### src/rtl/core/spls_pkg.sv
`timescale 1ns / 1ps

package spls_pkg;

  typedef enum logic [1:0] {
    OP_ADD  = 2'd0,
    OP_POP  = 2'd1,
    OP_PEEK = 2'd2
  } op_e;

  localparam logic [1:0] ST_OK     = 2'd0;
  localparam logic [1:0] ST_EMPTY  = 2'd1;
  localparam logic [1:0] ST_REJECT = 2'd2;

  typedef struct packed {
    logic [1:0]  operation;
    logic [5:0]  entry_id;
    logic [31:0] entry_priority;
    logic [31:0] entry_avail;
    logic [63:0] entry_tag;
  } req_t;

  typedef struct packed {
    logic [1:0]  status;
    logic        head_valid;
    logic [5:0]  head_id;
    logic [31:0] head_priority;
    logic [31:0] head_avail;
    logic [63:0] head_tag;
  } rsp_t;

  typedef struct packed {
    logic       capture;
    logic       start_add;
    logic       rd_en;
    logic       rd_sel_next;
    logic       step;
    logic       link_id;
    logic       link_prev;
    logic       pop;
    logic       set_status;
    logic [1:0] status;
    logic       load_out;
  } cmd_t;

  typedef struct packed {
    logic is_add;
    logic is_pop;
    logic add_ok;
    logic head_empty;
    logic walk_go;
    logic walk_more;
    logic out_busy;
  } stat_t;

endpackage

### src/rtl/core/spls_ctrl.sv
`timescale 1ns / 1ps

module spls_ctrl import spls_pkg::*; (
  input  logic  clk_i,
  input  logic  rst_ni,
  input  logic  req_valid_i,
  output logic  req_ready_o,
  input  stat_t stat_i,
  output cmd_t  cmd_o
);

  typedef enum logic [2:0] {
    S_IDLE,
    S_DECODE,
    S_WALK,
    S_LINK_ID,
    S_LINK_PREV,
    S_POP,
    S_HEAD_RD,
    S_RESP
  } state_e;

  state_e state_q, state_d;

  always_ff @(posedge clk_i or negedge rst_ni) begin
    if (!rst_ni) begin
      state_q <= S_IDLE;
    end else begin
      state_q <= state_d;
    end
  end

  assign req_ready_o = (state_q == S_IDLE);

  always_comb begin
    state_d = state_q;
    cmd_o   = '0;
    case (state_q)
      S_IDLE: begin
        if (req_valid_i) begin
          cmd_o.capture = 1'b1;
          state_d       = S_DECODE;
        end
      end
      S_DECODE: begin
        if (stat_i.is_add) begin
          if (stat_i.add_ok) begin
            cmd_o.start_add = 1'b1;
            if (stat_i.head_empty) begin
              state_d = S_LINK_ID;
            end else begin
              cmd_o.rd_en = 1'b1;
              state_d     = S_WALK;
            end
          end else begin
            cmd_o.set_status = 1'b1;
            cmd_o.status     = ST_REJECT;
            state_d          = S_HEAD_RD;
          end
        end else if (stat_i.is_pop) begin
          if (stat_i.head_empty) begin
            cmd_o.set_status = 1'b1;
            cmd_o.status     = ST_EMPTY;
            state_d          = S_HEAD_RD;
          end else begin
            cmd_o.rd_en = 1'b1;
            state_d     = S_POP;
          end
        end else begin
          state_d = S_HEAD_RD;
        end
      end
      S_WALK: begin
        if (stat_i.walk_go) begin
          cmd_o.step = 1'b1;
          if (stat_i.walk_more) begin
            cmd_o.rd_en       = 1'b1;
            cmd_o.rd_sel_next = 1'b1;
          end else begin
            state_d = S_LINK_ID;
          end
        end else begin
          state_d = S_LINK_ID;
        end
      end
      S_LINK_ID: begin
        cmd_o.link_id = 1'b1;
        state_d       = S_LINK_PREV;
      end
      S_LINK_PREV: begin
        cmd_o.link_prev = 1'b1;
        state_d         = S_HEAD_RD;
      end
      S_POP: begin
        cmd_o.pop = 1'b1;
        state_d   = S_HEAD_RD;
      end
      S_HEAD_RD: begin
        cmd_o.rd_en = !stat_i.head_empty;
        state_d     = S_RESP;
      end
      S_RESP: begin
        if (!stat_i.out_busy) begin
          cmd_o.load_out = 1'b1;
          state_d        = S_IDLE;
        end
      end
      default: begin
        state_d = S_IDLE;
      end
    endcase
  end

endmodule

### config.mk
export PLATFORM = sky130hd
export DESIGN_NAME = spls_ctrl
export DESIGN_NICKNAME = d
export VERILOG_FILES = /design/src/rtl/core/spls_pkg.sv /design/src/rtl/core/spls_ctrl.sv
export SDC_FILE = /design/constraint.sdc
export NUM_CORES = 1
export LEC_CHECK = 0
export ABC_AREA = 1
export BUFFER_PORTS_ARGS = -buffer_cell sky130_fd_sc_hd__buf_2
export CAP_MARGIN = 0
export CORE_AREA = 3 3 40 42
export CTS_CLUSTER_DIAMETER = 150
export DETAILED_ROUTE_END_ITERATION = 6
export DIE_AREA = 0 0 43 45
export MAX_ROUTING_LAYER = met4
export PLACE_DENSITY = 0.54
export SYNTH_ARGS = -nofsm -noshare
export SYNTH_HDL_FRONTEND = slang
export SYNTH_SLANG_ARGS = --single-unit
### constraint.sdc
create_clock -name clk_i -period 2.7 [get_ports clk_i]
set_input_delay 0.54 -clock clk_i [delete_from_list [all_inputs] [get_ports clk_i]]
set_output_delay 0.54 -clock clk_i [all_outputs]
set_load 0.03 [all_outputs]
==> qor.csv, run 1 <==
stage,metric,value,unit
sta,fin. max-slew vios,0,
route,Iteration-0 DRC Markers,3,
route,drt first pass iters,3,
worst_setup_path,Reg2Reg Capture Point,state_q[0],
worst_setup_path,buffer and inverter count on the worst path,1,
logic_synthesis,synthesized flop and latch total,3,
route,via count,442,
placement,dpl hpwl,782,um
route,Antenna Nets Post-Route,0,
cts,# H-tree levels,1,
die,Core Area,0.00128,mm2
die,Die ar.,0.00194,mm2
cells_and_area,Largest Register,state_q,
sta,minimum clock period,1930,ps
global_routing,largest net degree at the start of global routing,7,
worst_setup_path,FF-to-FF Start,state_q[0],
worst_setup_path,Worst setup EP type,output port,
cts,post_cts resized,0,
worst_setup_path,R2R Setup Slk,1580,ps
logic_synthesis,synth unique cells,13,
placement,RD Place Congestion,0.824,
logic_synthesis,post-synthesis cell area,368,um2
global_routing,GRT overflow,0,
worst_setup_path,Critical Path Source Type,flop,
cells_and_area,fillcell total,145,
flow_run,maxcap violations,0,
min_path,Hold Crit Class,input pin to asynchronous set/reset pin,
logic_synthesis,Cells after Synth,66,
cells_and_area,area of the multi-input gates,233,um2
worst_setup_path,"CP delay by family, top",simple AND/OR/NAND/NOR gates,
sta,Max Clock Freq,0.519,GHz
cts,CTS Buffer Depth,2,
worst_setup_path,Max Fanout on Critical Path,4,
sta,Final Skew,1.46,ps
sta,Final Hold Fails,0,
route,routed length per instance,8.60,um
worst_setup_path,worst-path cell with the longest stage delay,dfrtp_1,
route,vias per inst,4.13,
worst_setup_path,Worst Path Required,2160,ps
global_routing,first-pass GRT wire length,1560,um
worst_setup_path,Worst Reg-to-Reg Cells,7,
cells_and_area,Reg area,75.1,um2
pwr,Leak Pwr,0.359,nW
cts,clock-pin slew on the worst setup and hold paths,40,ps
worst_setup_path,Crit Path Class,flop to output port,
cells_and_area,most frequent cells in the layout,"buf_2 (22), nand2_1 (18), nor2_1 (13)",
cells_and_area,area grow syn2layout,42.2,%
die,io pins,23,
cts,CTS tree,done,
logic_synthesis,YS warnings,0,
cells_and_area,"commonest non-fill, non-tap cell in the layout",buf_2,
sta,actual slew at the worst max-slew pin,254,ps
cells_and_area,Largest register FFs,3,
worst_setup_path,CP Cell Sequence,"nor2_4, nand2_2, nor3_2, or2_1, buf_2",
sta,RSZ-0062 raised after global routing,false,
cells_and_area,top flop regs,state_q (3),
placement,Setup WS pre-CTS,895,ps
sta,setup ws final,772,ps
pwr,VDD IR max,0.000479,V
die,Die Ht,45,um
worst_setup_path,CP Data Arrival Time,1390,ps
cts,Sink Count,3,
cells_and_area,layout cells sized above 1,41.3,%
cells_and_area,Final Net Count,103,
sta,Slew HR,83.0,%
sta,# setup viols final,0,
cts,CTS Hold Bufs,0,
placement,Port Buffers,22,
logic_synthesis,Avg Inst Size Synth,5.57,um2
cts,cts bufs inserted,3,
run_status,status,finished clean,
route,Post-route DRC,0,
cts,# Post-CTS Setup Buffers,0,
cts,root buffer cell,clkbuf_4,
pwr,power density over the cells,978,mW/mm2
sta,Tcrit/Tclk final,71.4,%
route,final WL,920,um
worst_setup_path,CP max stage delay,440,ps
sta,Setup TNS,0,ps
global_routing,initial antenna violation count,0,
global_routing,GR Util All Layers,11.2,%
logic_synthesis,Mapped Nets,76,
die,Die W,43,um
logic_synthesis,sequential fraction of the synthesis area,20.4,%
global_routing,vias in the first global route,402,
cts,clock network latency to the later pin of the worst-skew pair,230,ps
die,Row Count,13,
cells_and_area,n_diodes,0,
die,initial core utilization,28.6,%
[cell usage after synthesis]
library cell | count | area (um2)
a21oi_1 | 1 | 5.00
a22oi_1 | 1 | 7.51
dfrtp_1 | 3 | 75.1
inv_1 | 11 | 41.3
inv_2 | 5 | 18.8
nand2_1 | 18 | 67.6
nand2_2 | 3 | 18.8
nand3_1 | 3 | 15.0
nor2_1 | 13 | 48.8
nor2_4 | 3 | 33.8
nor3_2 | 2 | 20.0
o21ai_1 | 2 | 10.0
or2_1 | 1 | 6.26
[power breakdown]
group	internal (W)	switching, W	total [W]
Sequential	0.0000676	0.0000421	0.000110
Combinational	0.000102	0.000220	0.000323
Clock	0.0000554	0.0000237	0.0000791
[kinds of logic after synthesis]
kind of cell,after synthesis,share of synthesized area (%)
buffers and inverters,16,16.3
AOI/OAI and AO/OA,4,6.12
DFF,3,20.4
and+or+nand+nor,43,57.1
[through the flow]
stage          utilization, %  hold slack [ps]  cells  total power (W)  cell area, um2
6_report                 40.7             90.4    107         0.000512             523
3_5_place_dp             38.7              337    103         0.000436             497
4_1_cts                  40.7             80.7    107         0.000521             523
3_3_place_gp             38.7              338    103         0.000439             497
5_1_grt                  40.7             78.5    107         0.000571             523
2_1_floorplan               -              244     66         0.000353             368
[routing by layer]
metal	routed length (um)	GRT usage (%)	share of wire, %
met2	450	17.7	49
met3	43	2.39	4.7
met5	0	-	0
met1	418	13.0	45
met4	8	7.23	0.87
[final cells by class]
type,instances,area share [%]
Inverter,16,11.5
Multi-Input combinational cell,47,44.5
Sequential cell,3,14.4
Clock buffer,4,5.02
Timing Repair Buffer,22,21.1
Tap cell,15,3.59
[worst max-delay path by stage]
stage | from | end | slack (ps) | cells past startpoint
floorplan | stat_i[6] | cmd_o[3] | 680 | 4
global placement | stat_i[6] | cmd_o[3] | 910 | 6
detailed placement | stat_i[6] | cmd_o[3] | 900 | 6
CTS | state_q[2] | cmd_o[3] | 750 | 5
global route | state_q[2] | cmd_o[9] | 670 | 6
finish | state_q[2] | cmd_o[3] | 770 | 5
Note: power is estimated with default switching activity, not from simulation.
==> inputs of run 2 (changes only) <==
==> constraint.sdc (replaced) <==
create_clock -name clk_i -period 2 [get_ports clk_i]
set_input_delay 0.4 -clock clk_i [delete_from_list [all_inputs] [get_ports clk_i]]
set_output_delay 0.4 -clock clk_i [all_outputs]
set_load 0.03 [all_outputs]
==> run 2 against run 1 <==
  * Die area did not move
  * Worst setup slack got worse by 560 ps
  * Sequential share of layout area fell by 0.27 points
  * Critical endpoint unchanged
  * Final cell count increased by 0.93%
  * First-iteration DRC count up 67%
  * Via count up 2.5%
  * Non-clock buffer count is 1 higher
  * Global-route usage unchanged
  * Final area grew 1.9%
  * Clock power rose by 35%
  * Largest power group unchanged
  * Sequential power up 36%
  * Combinational power increased by 37%
==> qor.csv, run 2 (synthesis gave the netlist of run 1 again) <==
stage,metric,value,unit,change
cells_and_area,area of the multi-input gates,233,um2,unchanged
sta,RSZ-0062 raised after global routing,false,,
sta,Max Clock Freq,0.560,GHz,
sta,Setup TNS,0,ps,unchanged
cells_and_area,top flop regs,state_q (3),,
worst_setup_path,worst-path cell with the longest stage delay,dfrtp_1,,
sta,minimum clock period,1790,ps,
route,Antenna Nets Post-Route,0,,unchanged
cells_and_area,Reg area,75.1,um2,unchanged
die,Die Ht,45,um,unchanged
cells_and_area,Largest register FFs,3,,unchanged
sta,Min Hold Slack,484,ps,+393 ps
cts,CTS Buffer Depth,2,,unchanged
cts,post_cts resized,0,,unchanged
global_routing,GRT overflow,0,,unchanged
global_routing,GR Util All Layers,11.2,%,unchanged
placement,RD Place Congestion,0.727,,-12%
cells_and_area,post-route cell area,533,um2,+1.9%
worst_setup_path,Worst setup EP type,output port,,
cells_and_area,Final Net Count,104,,+0.97%
cells_and_area,fillcell total,155,,+6.9%
cts,# H-tree levels,1,,unchanged
sta,Final Hold Fails,0,,unchanged
placement,dpl hpwl,819,um,+4.7%
worst_setup_path,CP Data Arrival Time,1390,ps,about the same
die,io pins,23,,unchanged
cells_and_area,Largest Register,state_q,,
run_status,status,finished clean,,
route,Iteration-0 DRC Markers,5,,+2
pwr,VDD IR max,0.000614,V,+28%
route,drt first pass iters,4,,+1
worst_setup_path,CP Cell Sequence,"nor2_4, nand2_2, nor3_2, or2_1, buf_2",,
die,Row Count,13,,unchanged
route,vias per inst,4.19,,+1.5%
die,Die ar.,0.00194,mm2,unchanged
cells_and_area,"commonest non-fill, non-tap cell in the layout",buf_2,,
cts,clock-pin slew on the worst setup and hold paths,40,ps,about the same
route,routed length per instance,8.90,um,+3.5%
min_path,Hold Crit Class,input pin to asynchronous set/reset pin,,
cells_and_area,n_diodes,0,,unchanged
sta,actual slew at the worst max-slew pin,255,ps,+0.609 ps
sta,Final Skew,3.62,ps,+2.16 ps
cells_and_area,area grow syn2layout,44.9,%,
die,initial core utilization,28.6,%,unchanged
cts,root buffer cell,clkbuf_4,,
cts,CTS tree,done,,
worst_setup_path,Crit Path Class,flop to output port,,
cells_and_area,layout cells sized above 1,40.9,%,-0.44 points
global_routing,largest net degree at the start of global routing,7,,unchanged
sta,# setup viols final,0,,unchanged
route,via count,453,,+2.5%
route,Post-route DRC,0,,unchanged
global_routing,first-pass GRT wire length,1570,um,+0.90%
flow_run,maxcap violations,0,,unchanged
worst_setup_path,"CP delay by family, top",simple AND/OR/NAND/NOR gates,,
worst_setup_path,Max Fanout on Critical Path,4,,unchanged
die,Die W,43,um,unchanged
cells_and_area,most frequent cells in the layout,"buf_2 (22), nand2_1 (18), nor2_1 (13)",,
cts,Sink Count,3,,unchanged
placement,placed cell areas,497,um2,unchanged
global_routing,vias in the first global route,433,,+7.7%
die,Core Area,0.00128,mm2,unchanged
sta,fin. max-slew vios,0,,unchanged
worst_setup_path,buffer and inverter count on the worst path,1,,unchanged
sta,Tcrit/Tclk final,89.3,%,
global_routing,initial antenna violation count,0,,unchanged
sta,Slew HR,83.0,%,about the same
placement,Port Buffers,22,,unchanged
route,final WL,961,um,+4.5%
cts,cts bufs inserted,3,,unchanged
pwr,power density over the cells,1310,mW/mm2,+34%
worst_setup_path,Critical Path Source Type,flop,,
worst_setup_path,CP max stage delay,440,ps,about the same
pwr,Leak Pwr,0.363,nW,+1.2%
cts,clock network latency to the later pin of the worst-skew pair,230,ps,about the same
worst_setup_path,Worst Path Required,1600,ps,-560 ps
run 2: worst paths after layout:
kind / startpoint / end / slack, ps / depth (start not counted)
hold reg to reg: state_q[2] / state_q[2] / 800 / 4
max in group asynchronous: rst_ni / state_q[0] / 1410 / 2
setup reg to reg: state_q[0] / state_q[2] / 850 / 5
min in group clk_i: stat_i[3] / state_q[0] / 480 / 5
setup / recovery: state_q[2] / cmd_o[3] / 210 / 5
hold / removal: rst_ni / state_q[2] / 480 / 2
run 2: area by class of cell:
type                       count  share of cell area [%]
clock buffer                   4                    4.93
tap                           15                    3.52
inverter                      16                    11.3
sequential                     3                    14.1
timing repair buffer          23                    22.5
multi-input combinational     47                    43.7
run 2: stage by stage:
step                power [W]  worst slack [ps]  utilization (%)  cells
finish               0.000698               214             41.5    108
global placement     0.000592               482             38.7    103
floorplan            0.000477               152                -     66
CTS                  0.000708               198             41.5    108
detailed placement   0.000593               458             38.7    103
global route         0.000761               128             41.5    108
run 2: layer usage:
layer	up-vias	part of all wire (%)	GRT usage, %
met5	-	0	-
li1	249	-	-
met3	2	5.3	1.20
met1	191	45	13.5
met2	11	47	17.1
met4	0	2.4	9.04
run 2: repair_timing:
item                      in CTS  in global routing
buffers inserted               0                  0
hold endpoints to repair       3                  0
hold buffers                   1                  0
run 2: report_power, final:
group	internal (W)	switching [W]	leakage, nW
combinational	0.000139	0.000302	0.315
sequential	0.0000913	0.0000586	0.0336
clock	0.0000748	0.0000321	0.0150
total	0.000305	0.000393	0.363
run 2: worst reg2reg max path, cell delays in order, from the launching register on:
cell	delay [ps]
dfrtp_1	470
nand2_2	110
inv_2	80
nand2_2	90
a22oi_1	200
nand2_1	70
